$ cat config.mk
export PLATFORM = sky130hd
export DESIGN_NAME = go_back_n_sender_window
export DESIGN_NICKNAME = d
export VERILOG_FILES = /design/src/rtl/core/gbn_pkg.sv /design/src/rtl/core/gbn_ram.sv /design/src/rtl/core/gbn_ctrl.sv /design/src/rtl/core/gbn_emit.sv /design/src/rtl/core/go_back_n_sender_window.sv
export SDC_FILE = /design/constraint.sdc
export NUM_CORES = 2
export LEC_CHECK = 0
export BUFFER_PORTS_ARGS = -buffer_cell sky130_fd_sc_hd__buf_2
export CAP_MARGIN = 30
export CELL_PAD_IN_SITES_DETAIL_PLACEMENT = 0
export CELL_PAD_IN_SITES_GLOBAL_PLACEMENT = 2
export CORE_MARGIN = 1.5
export CORE_UTILIZATION = 48
export CTS_BUF_LIST = sky130_fd_sc_hd__clkbuf_4 sky130_fd_sc_hd__clkbuf_8
export CTS_CLUSTER_DIAMETER = 80
export DETAILED_ROUTE_END_ITERATION = 7
export PLACE_DENSITY = 0.83
export REMOVE_ABC_BUFFERS = 1
export SLEW_MARGIN = 5
export SYNTH_ARGS = -nofsm -noshare
export SYNTH_HDL_FRONTEND = slang
export SYNTH_SLANG_ARGS = --single-unit
$ cat constraint.sdc
create_clock -name i_clk -period 11.25 [get_ports i_clk]
set_input_delay 1.6875 -clock i_clk [delete_from_list [all_inputs] [get_ports i_clk]]
set_output_delay 1.6875 -clock i_clk [all_outputs]
set_load 0.03 [all_outputs]
$ cat src/rtl/core/gbn_pkg.sv
`timescale 1ns / 1ps
// Shared types and constants for the go-back-n sender window.
// No dependencies; imported by gbn_ctrl, gbn_emit and the top level.
package gbn_pkg;

    localparam int DEF_BUFFER_DEPTH = 64;
    localparam int DEF_WINDOW_MAX   = 16;

    localparam int ID_W     = 32;
    localparam int HANDLE_W = 16;
    localparam int LENGTH_W = 8;
    localparam int DESC_W   = HANDLE_W + LENGTH_W;
    localparam int WIN_W    = 5;

    localparam logic [WIN_W-1:0] WINDOW_RESET = WIN_W'(16);
    localparam logic [ID_W-1:0]  ID_RESET     = ID_W'(1);

    typedef enum logic [1:0] {
        CMD_NEW     = 2'd0,
        CMD_ACK     = 2'd1,
        CMD_TIMEOUT = 2'd2
    } t_cmd;

    typedef enum logic [2:0] {
        ST_IDLE,
        ST_EXEC,
        ST_PLAN,
        ST_RUN,
        ST_DRAIN
    } t_state;

    // One result on its way from the controller to the output stage.
    typedef struct packed {
        logic            valid;
        logic            kind;
        logic [ID_W-1:0] id;
        logic            start;
        logic            stop;
        logic            drop;
        logic            last;
    } t_item;

endpackage

$ cat src/rtl/core/gbn_ram.sv
`timescale 1ns / 1ps
// Generic single-write, single-read synchronous RAM with registered read data.
// No dependencies.
module gbn_ram #(
    parameter int WIDTH = 24,
    parameter int DEPTH = 64,
    localparam int AW   = $clog2(DEPTH)
) (
    input  logic             i_clk,
    input  logic             i_we,
    input  logic [AW-1:0]    i_waddr,
    input  logic [WIDTH-1:0] i_wdata,
    input  logic             i_re,
    input  logic [AW-1:0]    i_raddr,
    output logic [WIDTH-1:0] o_rdata
);

    logic [WIDTH-1:0] r_mem [DEPTH];
    logic [WIDTH-1:0] r_rdata;

    always_ff @(posedge i_clk) begin
        if (i_we) begin
            r_mem[i_waddr] <= i_wdata;
        end
        if (i_re) begin
            r_rdata <= r_mem[i_raddr];
        end
    end

    assign o_rdata = r_rdata;

endmodule

$ cat src/rtl/core/gbn_ctrl.sv
`timescale 1ns / 1ps
// Window controller: id pointers, descriptor writes, send planning and read issue.
// Depends on gbn_pkg.
module gbn_ctrl import gbn_pkg::*; #(
    parameter int BUFFER_DEPTH = DEF_BUFFER_DEPTH,
    parameter int WINDOW_MAX   = DEF_WINDOW_MAX,
    localparam int AW          = $clog2(BUFFER_DEPTH)
) (
    input  logic                i_clk,
    input  logic                i_rst_n,
    input  logic                start,
    output logic                busy,
    input  logic [1:0]          i_cmd,
    input  logic [HANDLE_W-1:0] i_payload_handle,
    input  logic [LENGTH_W-1:0] i_payload_length,
    input  logic [ID_W-1:0]     i_ack_id,
    input  logic                i_ack_ok,
    input  logic                i_cfg_valid,
    input  logic [WIN_W-1:0]    i_cfg_window_size,
    input  logic                i_out_last,
    output logic                o_ram_we,
    output logic [AW-1:0]       o_ram_waddr,
    output logic [DESC_W-1:0]   o_ram_wdata,
    output logic                o_ram_re,
    output logic [AW-1:0]       o_ram_raddr,
    output t_item               o_item
);

    localparam int CNTW = $clog2(WINDOW_MAX + 1);
    localparam int WEFF = (WINDOW_MAX < BUFFER_DEPTH) ? WINDOW_MAX : BUFFER_DEPTH;

    t_state              r_state, n_state;
    logic [WIN_W-1:0]    r_window, n_window;
    logic [ID_W-1:0]     r_base, n_base;
    logic [ID_W-1:0]     r_send, n_send;
    logic [ID_W-1:0]     r_create, n_create;
    logic [AW-1:0]       r_head, n_head;
    logic                r_refill, n_refill;
    logic                r_resend, n_resend;
    logic                r_stop, n_stop;
    logic                r_drop, n_drop;
    logic [ID_W-1:0]     r_cur, n_cur;
    logic [AW-1:0]       r_slot, n_slot;
    logic [CNTW-1:0]     r_cnt, n_cnt;
    logic                r_first, n_first;
    logic                r_first_start, n_first_start;

    // latched command transaction
    t_cmd                r_cmd;
    logic [HANDLE_W-1:0] r_handle;
    logic [LENGTH_W-1:0] r_length;
    logic [ID_W-1:0]     r_ack;
    logic                r_ok;

    logic [ID_W-1:0]     create_off, adv, outst, avail, start_id, start_off;
    logic                full, ack_good;
    logic [CNTW-1:0]     eff_w, room, refill_cnt, resend_cnt, plan_cnt;

    function automatic logic [AW-1:0] wrap_slot(input logic [AW:0] s);
        if (s >= (AW+1)'(BUFFER_DEPTH)) begin
            return AW'(s - (AW+1)'(BUFFER_DEPTH));
        end
        return s[AW-1:0];
    endfunction

    always_comb begin
        if (r_window == '0) begin
            eff_w = CNTW'(1);
        end else if (32'(r_window) > 32'(WEFF)) begin
            eff_w = CNTW'(WEFF);
        end else begin
            eff_w = CNTW'(r_window);
        end
    end

    assign create_off = r_create - r_base;
    assign full       = create_off >= 32'(BUFFER_DEPTH);
    assign adv        = r_ack - r_base + 32'd1;
    assign outst      = r_send - r_base;
    assign ack_good   = r_ok && (adv != '0) && (adv <= outst);
    assign avail      = r_create - r_send;

    assign room       = (outst < 32'(eff_w)) ? (eff_w - outst[CNTW-1:0]) : '0;
    assign refill_cnt = (avail < 32'(room)) ? avail[CNTW-1:0] : room;
    assign resend_cnt = (outst < 32'(WINDOW_MAX)) ? outst[CNTW-1:0] : CNTW'(WINDOW_MAX);
    assign plan_cnt   = r_refill ? refill_cnt : (r_resend ? resend_cnt : '0);
    assign start_id   = r_resend ? r_base : r_send;
    assign start_off  = start_id - r_base;

    always_comb begin
        n_state       = r_state;
        n_window      = r_window;
        n_base        = r_base;
        n_send        = r_send;
        n_create      = r_create;
        n_head        = r_head;
        n_refill      = r_refill;
        n_resend      = r_resend;
        n_stop        = r_stop;
        n_drop        = r_drop;
        n_cur         = r_cur;
        n_slot        = r_slot;
        n_cnt         = r_cnt;
        n_first       = r_first;
        n_first_start = r_first_start;
        o_ram_we      = 1'b0;
        o_ram_waddr   = wrap_slot({1'b0, r_head} + create_off[AW:0]);
        o_ram_wdata   = {r_handle, r_length};
        o_ram_re      = 1'b0;
        o_ram_raddr   = r_slot;
        o_item        = '0;

        if (i_cfg_valid) begin
            n_window = i_cfg_window_size;
        end

        case (r_state)
            ST_IDLE: begin
                if (start) begin
                    n_state = ST_EXEC;
                end
            end
            ST_EXEC: begin
                n_refill = 1'b0;
                n_resend = 1'b0;
                n_stop   = 1'b0;
                n_drop   = 1'b0;
                case (r_cmd)
                    CMD_NEW: begin
                        if (full) begin
                            n_drop = 1'b1;
                        end else begin
                            o_ram_we = 1'b1;
                            n_create = r_create + 32'd1;
                            n_refill = 1'b1;
                        end
                    end
                    CMD_ACK: begin
                        if (ack_good) begin
                            n_head   = wrap_slot({1'b0, r_head} + adv[AW:0]);
                            n_base   = r_ack + 32'd1;
                            n_stop   = (r_ack + 32'd1) == r_send;
                            n_refill = 1'b1;
                        end
                    end
                    CMD_TIMEOUT: begin
                        n_resend = 1'b1;
                    end
                    default: begin
                    end
                endcase
                n_state = ST_PLAN;
            end
            ST_PLAN: begin
                n_cur         = start_id;
                n_slot        = wrap_slot({1'b0, r_head} + start_off[AW:0]);
                n_cnt         = plan_cnt;
                n_first       = 1'b1;
                n_first_start = r_resend || (r_send == r_base);
                if (r_refill) begin
                    n_send = r_send + 32'(plan_cnt);
                end
                if (plan_cnt == '0) begin
                    // nothing to transmit: one status result
                    o_item.valid = 1'b1;
                    o_item.start = r_resend;
                    o_item.stop  = r_stop;
                    o_item.drop  = r_drop;
                    o_item.last  = 1'b1;
                    n_state      = ST_DRAIN;
                end else begin
                    n_state = ST_RUN;
                end
            end
            ST_RUN: begin
                o_ram_re     = 1'b1;
                o_item.valid = 1'b1;
                o_item.kind  = 1'b1;
                o_item.id    = r_cur;
                o_item.start = r_first && r_first_start;
                o_item.stop  = r_first && r_stop;
                o_item.last  = r_cnt == CNTW'(1);
                n_cur        = r_cur + 32'd1;
                n_slot       = (r_slot == AW'(BUFFER_DEPTH - 1)) ? '0 : r_slot + AW'(1);
                n_cnt        = r_cnt - CNTW'(1);
                n_first      = 1'b0;
                if (r_cnt == CNTW'(1)) begin
                    n_state = ST_DRAIN;
                end
            end
            ST_DRAIN: begin
                if (i_out_last) begin
                    n_state = ST_IDLE;
                end
            end
            default: begin
                n_state = ST_IDLE;
            end
        endcase
    end

    always_ff @(posedge i_clk) begin
        if (!i_rst_n) begin
            r_state       <= ST_IDLE;
            r_window      <= WINDOW_RESET;
            r_base        <= ID_RESET;
            r_send        <= ID_RESET;
            r_create      <= ID_RESET;
            r_head        <= '0;
            r_refill      <= 1'b0;
            r_resend      <= 1'b0;
            r_stop        <= 1'b0;
            r_drop        <= 1'b0;
            r_cnt         <= '0;
            r_first       <= 1'b0;
            r_first_start <= 1'b0;
        end else begin
            r_state       <= n_state;
            r_window      <= n_window;
            r_base        <= n_base;
            r_send        <= n_send;
            r_create      <= n_create;
            r_head        <= n_head;
            r_refill      <= n_refill;
            r_resend      <= n_resend;
            r_stop        <= n_stop;
            r_drop        <= n_drop;
            r_cnt         <= n_cnt;
            r_first       <= n_first;
            r_first_start <= n_first_start;
        end
    end

    always_ff @(posedge i_clk) begin
        r_cur  <= n_cur;
        r_slot <= n_slot;
        if (r_state == ST_IDLE && start) begin
            r_cmd    <= t_cmd'(i_cmd);
            r_handle <= i_payload_handle;
            r_length <= i_payload_length;
            r_ack    <= i_ack_id;
            r_ok     <= i_ack_ok;
        end
    end

    assign busy = r_state != ST_IDLE;

endmodule

$ cat src/rtl/core/gbn_emit.sv
`timescale 1ns / 1ps
// Output stage: aligns items with descriptor read data and registers the result ports.
// Depends on gbn_pkg.
module gbn_emit import gbn_pkg::*; (
    input  logic                i_clk,
    input  logic                i_rst_n,
    input  t_item               i_item,
    input  logic [DESC_W-1:0]   i_rdata,
    output logic                o_strobe,
    output logic                o_out_kind,
    output logic [ID_W-1:0]     o_send_id,
    output logic [HANDLE_W-1:0] o_send_handle,
    output logic [LENGTH_W-1:0] o_send_length,
    output logic                o_timer_start,
    output logic                o_timer_stop,
    output logic                o_dropped,
    output logic                o_last
);

    t_item               r_pipe;
    logic                r_strobe;
    logic                r_kind;
    logic [ID_W-1:0]     r_id;
    logic [HANDLE_W-1:0] r_handle;
    logic [LENGTH_W-1:0] r_length;
    logic                r_start, r_stop, r_drop, r_last;

    // read data lands in the cycle after the item, together with r_pipe
    always_ff @(posedge i_clk) begin
        if (!i_rst_n) begin
            r_pipe.valid <= 1'b0;
            r_strobe     <= 1'b0;
        end else begin
            r_pipe.valid <= i_item.valid;
            r_strobe     <= r_pipe.valid;
        end
        r_pipe.kind  <= i_item.kind;
        r_pipe.id    <= i_item.id;
        r_pipe.start <= i_item.start;
        r_pipe.stop  <= i_item.stop;
        r_pipe.drop  <= i_item.drop;
        r_pipe.last  <= i_item.last;
        r_kind       <= r_pipe.kind;
        r_id         <= r_pipe.kind ? r_pipe.id : '0;
        r_handle     <= r_pipe.kind ? i_rdata[DESC_W-1:LENGTH_W] : '0;
        r_length     <= r_pipe.kind ? i_rdata[LENGTH_W-1:0] : '0;
        r_start      <= r_pipe.start;
        r_stop       <= r_pipe.stop;
        r_drop       <= r_pipe.drop;
        r_last       <= r_pipe.last;
    end

    assign o_strobe      = r_strobe;
    assign o_out_kind    = r_kind;
    assign o_send_id     = r_id;
    assign o_send_handle = r_handle;
    assign o_send_length = r_length;
    assign o_timer_start = r_start;
    assign o_timer_stop  = r_stop;
    assign o_dropped     = r_drop;
    assign o_last        = r_last;

endmodule

$ cat src/rtl/core/go_back_n_sender_window.sv
`timescale 1ns / 1ps
// Go-back-n sender window: top level with descriptor store, controller, output stage.
// Depends on gbn_pkg, gbn_ram, gbn_ctrl, gbn_emit.
//
// Usage:
//   Command channel: a transaction is taken at a clock edge with start high and
//   busy low. i_cmd selects new packet, ack or timeout; the other fields are
//   used by the command that needs them.
//   Results: one per cycle while o_strobe is high, o_last marks the final one of
//   a command. The receiver cannot stall; results are never held back.
//   Config: i_cfg_window_size is written when i_cfg_valid is high (o_cfg_ready is
//   always high); write it only while busy is low.
//   Flow: a taken command passes through the execute and plan states; a status-only
//   result is formed in the plan state, sent packets in the run state, and each result
//   then passes the output stage's item register and result registers. busy drops the
//   cycle after the last result. A command sends at most WINDOW_MAX packets, read through
//   the single descriptor read port, one descriptor per cycle.
//   Reset: ids restart at 1, nothing is buffered, window size is 16. The
//   descriptor store is not cleared; entries are written before they are read.
module go_back_n_sender_window import gbn_pkg::*; #(
    parameter int BUFFER_DEPTH = DEF_BUFFER_DEPTH,
    parameter int WINDOW_MAX   = DEF_WINDOW_MAX
) (
    input  logic                i_clk,
    input  logic                i_rst_n,
    input  logic                start,
    output logic                busy,
    input  logic [1:0]          i_cmd,
    input  logic [HANDLE_W-1:0] i_payload_handle,
    input  logic [LENGTH_W-1:0] i_payload_length,
    input  logic [ID_W-1:0]     i_ack_id,
    input  logic                i_ack_ok,
    input  logic                i_cfg_valid,
    output logic                o_cfg_ready,
    input  logic [WIN_W-1:0]    i_cfg_window_size,
    output logic                o_strobe,
    output logic                o_out_kind,
    output logic [ID_W-1:0]     o_send_id,
    output logic [HANDLE_W-1:0] o_send_handle,
    output logic [LENGTH_W-1:0] o_send_length,
    output logic                o_timer_start,
    output logic                o_timer_stop,
    output logic                o_dropped,
    output logic                o_last
);

    localparam int AW = $clog2(BUFFER_DEPTH);

    logic              w_ram_we, w_ram_re;
    logic [AW-1:0]     w_ram_waddr, w_ram_raddr;
    logic [DESC_W-1:0] w_ram_wdata, w_ram_rdata;
    t_item             w_item;

    assign o_cfg_ready = 1'b1;

    gbn_ram #(
        .WIDTH (DESC_W),
        .DEPTH (BUFFER_DEPTH)
    ) u_store (
        .i_clk   (i_clk),
        .i_we    (w_ram_we),
        .i_waddr (w_ram_waddr),
        .i_wdata (w_ram_wdata),
        .i_re    (w_ram_re),
        .i_raddr (w_ram_raddr),
        .o_rdata (w_ram_rdata)
    );

    gbn_ctrl #(
        .BUFFER_DEPTH (BUFFER_DEPTH),
        .WINDOW_MAX   (WINDOW_MAX)
    ) u_ctrl (
        .i_clk             (i_clk),
        .i_rst_n           (i_rst_n),
        .start             (start),
        .busy              (busy),
        .i_cmd             (i_cmd),
        .i_payload_handle  (i_payload_handle),
        .i_payload_length  (i_payload_length),
        .i_ack_id          (i_ack_id),
        .i_ack_ok          (i_ack_ok),
        .i_cfg_valid       (i_cfg_valid),
        .i_cfg_window_size (i_cfg_window_size),
        .i_out_last        (o_strobe && o_last),
        .o_ram_we          (w_ram_we),
        .o_ram_waddr       (w_ram_waddr),
        .o_ram_wdata       (w_ram_wdata),
        .o_ram_re          (w_ram_re),
        .o_ram_raddr       (w_ram_raddr),
        .o_item            (w_item)
    );

    gbn_emit u_emit (
        .i_clk         (i_clk),
        .i_rst_n       (i_rst_n),
        .i_item        (w_item),
        .i_rdata       (w_ram_rdata),
        .o_strobe      (o_strobe),
        .o_out_kind    (o_out_kind),
        .o_send_id     (o_send_id),
        .o_send_handle (o_send_handle),
        .o_send_length (o_send_length),
        .o_timer_start (o_timer_start),
        .o_timer_stop  (o_timer_stop),
        .o_dropped     (o_dropped),
        .o_last        (o_last)
    );

`ifndef SYNTHESIS
    a_strobe_busy: assert property (@(posedge i_clk) disable iff (!i_rst_n)
        o_strobe |-> busy)
        else $error("result strobe outside a command");

    a_last_frees: assert property (@(posedge i_clk) disable iff (!i_rst_n)
        (o_strobe && o_last) |=> !busy)
        else $error("busy held after last result");

    a_accept_busy: assert property (@(posedge i_clk) disable iff (!i_rst_n)
        (start && !busy) |=> (busy && !o_strobe))
        else $error("command transaction not held busy");

    a_read_item: assert property (@(posedge i_clk) disable iff (!i_rst_n)
        w_ram_re |-> (w_item.valid && w_item.kind && !w_ram_we))
        else $error("descriptor read without send item");
`endif

endmodule

==> impl_metrics.json <==
{
  "cts_tree": "done",
  "drc": 0,
  "worst_slew_pin_slew_ns": 1.09,
  "via_count": 52141,
  "setup_viol": 0,
  "clockPowerShare": 0.402,
  "drv_cap": 0,
  "synth-seq-cells": 1878,
  "synth_top_area_cell": "edfxtp_1",
  "crit_end": "u_ctrl.r_send[31]",
  "r2r_cells": 41,
  "layout_min_cycle_time_ns": 10.55,
  "crit_type": "register to register",
  "synth_warnings": 0,
  "synth_cell_types": 88,
  "synth_ff_type": "edfxtp_1",
  "status": "finished, final reports clean",
  "totalPowerFinal_w": 0.0150,
  "r2r-end": "u_ctrl.r_send[31]",
  "yosys-top-cells-area": "edfxtp_1 (60%), mux4_2 (5.8%), dfxtp_1 (5.3%), mux2i_1 (4.1%), ha_1 (3.4%)",
  "cts_buffers": 328,
  "first_pass_iters": 5,
  "via_per_inst": 6.05,
  "yosysTopAreaCellShare": 0.597,
  "die_width_um": 420,
  "p_int_w": 0.0114,
  "p_leak_nw": 32.8,
  "grt_start_max_net_pins": 146,
  "max-slew-margin-rel": 0.271,
  "path_clk_slew_ns": 0.06,
  "cp.arrival_ns": 11.42,
  "r2r_slack_ns": 0.70,
  "grt_overflow": 0,
  "critPathSlowestCell": "or4b_4",
  "slew_violations": 0,
  "wl_per_cell_um": 28.2,
  "cts_hold_buf": 0,
  "finClkSkew_ns": 0.108,
  "fp.dieH_um": 420,
  "drt_wl_total_um": 244000,
  "final_area_um2": 93500,
  "finalCritPeriodShare": 0.938,
  "core_area_um2": 172000,
  "dp_slack_ns": 0.305,
  "clock-sinks": 1878,
  "syn2layout_area_growth_pct": 12.2,
  "first_global_vias": 50472,
  "combPwrFrac": 0.088,
  "holdCritPathClass": "register to register",
  "cts_max_path_buffers": 4,
  "synthArstFlopShare": 0,
  "most-common-layout-cells": "edfxtp_1 (1657), a21oi_1 (363), clkbuf_8 (344)",
  "cts-root-buf": "clkbuf_8",
  "final_antenna_net_count": 0,
  "ys_seq_area_frac": 0.650,
  "cp-end-kind": "register",
  "path_buf_inv": 4,
  "start_kind": "register",
  "synth.avg_cell_area_um2": 14.5,
  "die_area_um2": 176000,
  "clk_latency_ns": 1.06,
  "io_buffers": 130,
  "netlist_area_um2": 83300,
  "setup_slack_ns": 0.696,
  "power_switching_w": 0.00361,
  "final_common_cell": "edfxtp_1",
  "swShare": 0.240,
  "placedCellCount": 8057,
  "cp.required_ns": 12.12,
  "seq_power_share": 0.510,
  "cpLargestDelayFamily": "simple AND/OR/NAND/NOR gates",
  "rsz0062_at_grt": "false",
  "ir_worst_vdd_mv": 0.132,
  "hpwl_um": 153000,
  "dpl-instance-area_um2": 87200,
  "antenna_found_initial": 22,
  "synth_edf_count": 1657,
  "grtUsageTotal": 0.275,
  "fmax_ghz": 0.0947,
  "nNetsFinal": 6388,
  "drtIter0Drc": 5785,
  "fp-row-count": 152,
  "post_layout_nonfiller_instances": 8625,
  "io_pins": 132,
  "layout-drive-gt1-share": 0.191,
  "power_per_cell_area_nw_per_um2": 161,
  "utilization": 0.543,
  "hold_viol": 0,
  "max_stage_delay_ns": 0.58,
  "htree_levels": 5,
  "grt_pass1_wl_um": 348000,
  "r2r-start": "u_ctrl.r_send[0]",
  "critical_path_depth": 41,
  "start_util": 0.484,
  "cp_max_fo": 6,
  "synthCells": 5740,
  "cp-startpoint": "u_ctrl.r_send[0]",
  "gp_congestion": 0.933
}
-- worst reg2reg max path: cells and delay by family, from the launching register on --
kind | cells | cell delay (ns)
AO/OA/AOI/OAI | 12 | 2.39
XOR/XNOR | 1 | 0.16
adder cells (fa/ha/maj) | 4 | 1.22
buffers and inverters | 4 | 0.53
flip-flops | 1 | 0.35
AND/OR/NAND/NOR | 20 | 5.76
-- routing by layer --
| metal | wire [um] | up-vias | share of wire | global-route usage |
|---|---|---|---|---|
| met1 | 105000 | 26502 | 0.43 | 0.394 |
| met3 | 19300 | 394 | 0.079 | 0.0494 |
| met2 | 112000 | 2125 | 0.46 | 0.424 |
| met4 | 7450 | 8 | 0.031 | 0.0919 |
| met5 | 51 | - | 0.00021 | 0 |
| li1 | - | 23112 | - | - |
-- power groups by stage --
stage                     combinational [W]  clock, W  sequential (W)
after floorplan                    0.000761         0         0.00787
after global placement              0.00127         0         0.00781
after detailed placement            0.00128         0         0.00782
after CTS                           0.00129   0.00616         0.00767
after global routing                0.00141   0.00646         0.00767
final                               0.00132   0.00605         0.00767
-- logic make-up after synthesis --
family	after synthesis	synth area share
xor gates and xnor gates	239	0.0253
muxes	652	0.112
other	1	0.0000450
AOI/OAI and AO/OA	1152	0.0879
and+or+nand+nor	1138	0.0672
adders and majority gates	239	0.0370
DFF	1878	0.650
buffers and inverters	441	0.0200
-- stage by stage --
stage / setup TNS (ns) / hold WS, ns
5_1_grt: 0 / 0.345
2_1_floorplan: -283.30 / 0.310
3_3_place_gp: 0 / 0.310
4_1_cts: 0 / 0.327
6_report: 0 / 0.325
3_5_place_dp: 0 / 0.314
-- synthesized netlist by cell type, types with 9 or more instances --
cell	number
or3_1	32
nor2b_1	25
mux4_2	216
xnor2_1	175
a311oi_1	9
nor4_1	27
a211o_1	10
inv_1	174
mux2i_1	338
and4_1	19
or4_1	15
a21o_1	64
nand4_1	48
dfxtp_1	221
a211oi_1	59
mux2_2	98
o211ai_1	35
o21bai_1	22
edfxtp_1	1657
or2_2	15
ha_1	225
o21ai_0	225
o221ai_1	102
a31oi_1	20
o31ai_1	14
nand2_1	307
o21a_1	36
nand3_1	90
and3_1	64
nand2b_1	27
nor3_1	70
nor2_1	285
clkbuf_1	209
a21oi_1	364
xor2_1	63
o22ai_1	105
nor3b_1	9
buf_1	49
and2_1	77
fa_1	13
-- layout make-up --
type | instances | area (um2)
well taps | 2310 | 2890
clock buffers | 451 | 5540
multi-input cells | 3421 | 27700
diodes | 4 | 10.0
inverters | 175 | 659
fillers | 14018 | 78600
repair buffers | 278 | 1840
clock inverters | 108 | 683
flip-flops and latches | 1878 | 54200
-- how the worst min path moves through the flow --
| stage | cells after the start | slack [ns] | startpoint | end |
|---|---|---|---|---|
| after floorplan | 0 | 0.31 | u_emit.r_pipe[1] | u_emit.o_dropped |
| after global placement | 0 | 0.31 | u_emit.r_pipe[0] | u_emit.o_last |
| after detailed placement | 0 | 0.31 | u_emit.r_pipe[0] | u_emit.o_last |
| after CTS | 0 | 0.33 | u_emit.r_pipe[0] | u_emit.o_last |
| after global routing | 0 | 0.35 | u_emit.r_pipe[2] | u_emit.o_timer_stop |
| final | 0 | 0.32 | u_emit.r_pipe[0] | u_emit.o_last |
-- state kept, by name (all words and copies together) (netlist names), 2 cells and up --
signal,cells
u_ctrl.o_ram_raddr,6
u_ctrl.r_ack,32
u_ctrl.r_base,32
u_ctrl.r_cmd,2
u_ctrl.r_cnt,5
u_ctrl.r_create,32
u_ctrl.r_cur,32
u_ctrl.r_handle,16
u_ctrl.r_head,6
u_ctrl.r_length,8
u_ctrl.r_send,32
u_ctrl.r_state,3
u_ctrl.r_window,5
u_emit.o_send_handle,16
u_emit.o_send_id,32
u_emit.o_send_length,8
u_emit.r_pipe,38
u_store.o_rdata,24
u_store.r_mem,1536
-- timing repair --
item | 4_1_cts | 5_1_grt
setup buffers | 0 | 1
endpoints found under the setup margin | 0 | 14
gates resized for setup | 0 | 10
Power figures use the tool's default switching activity.
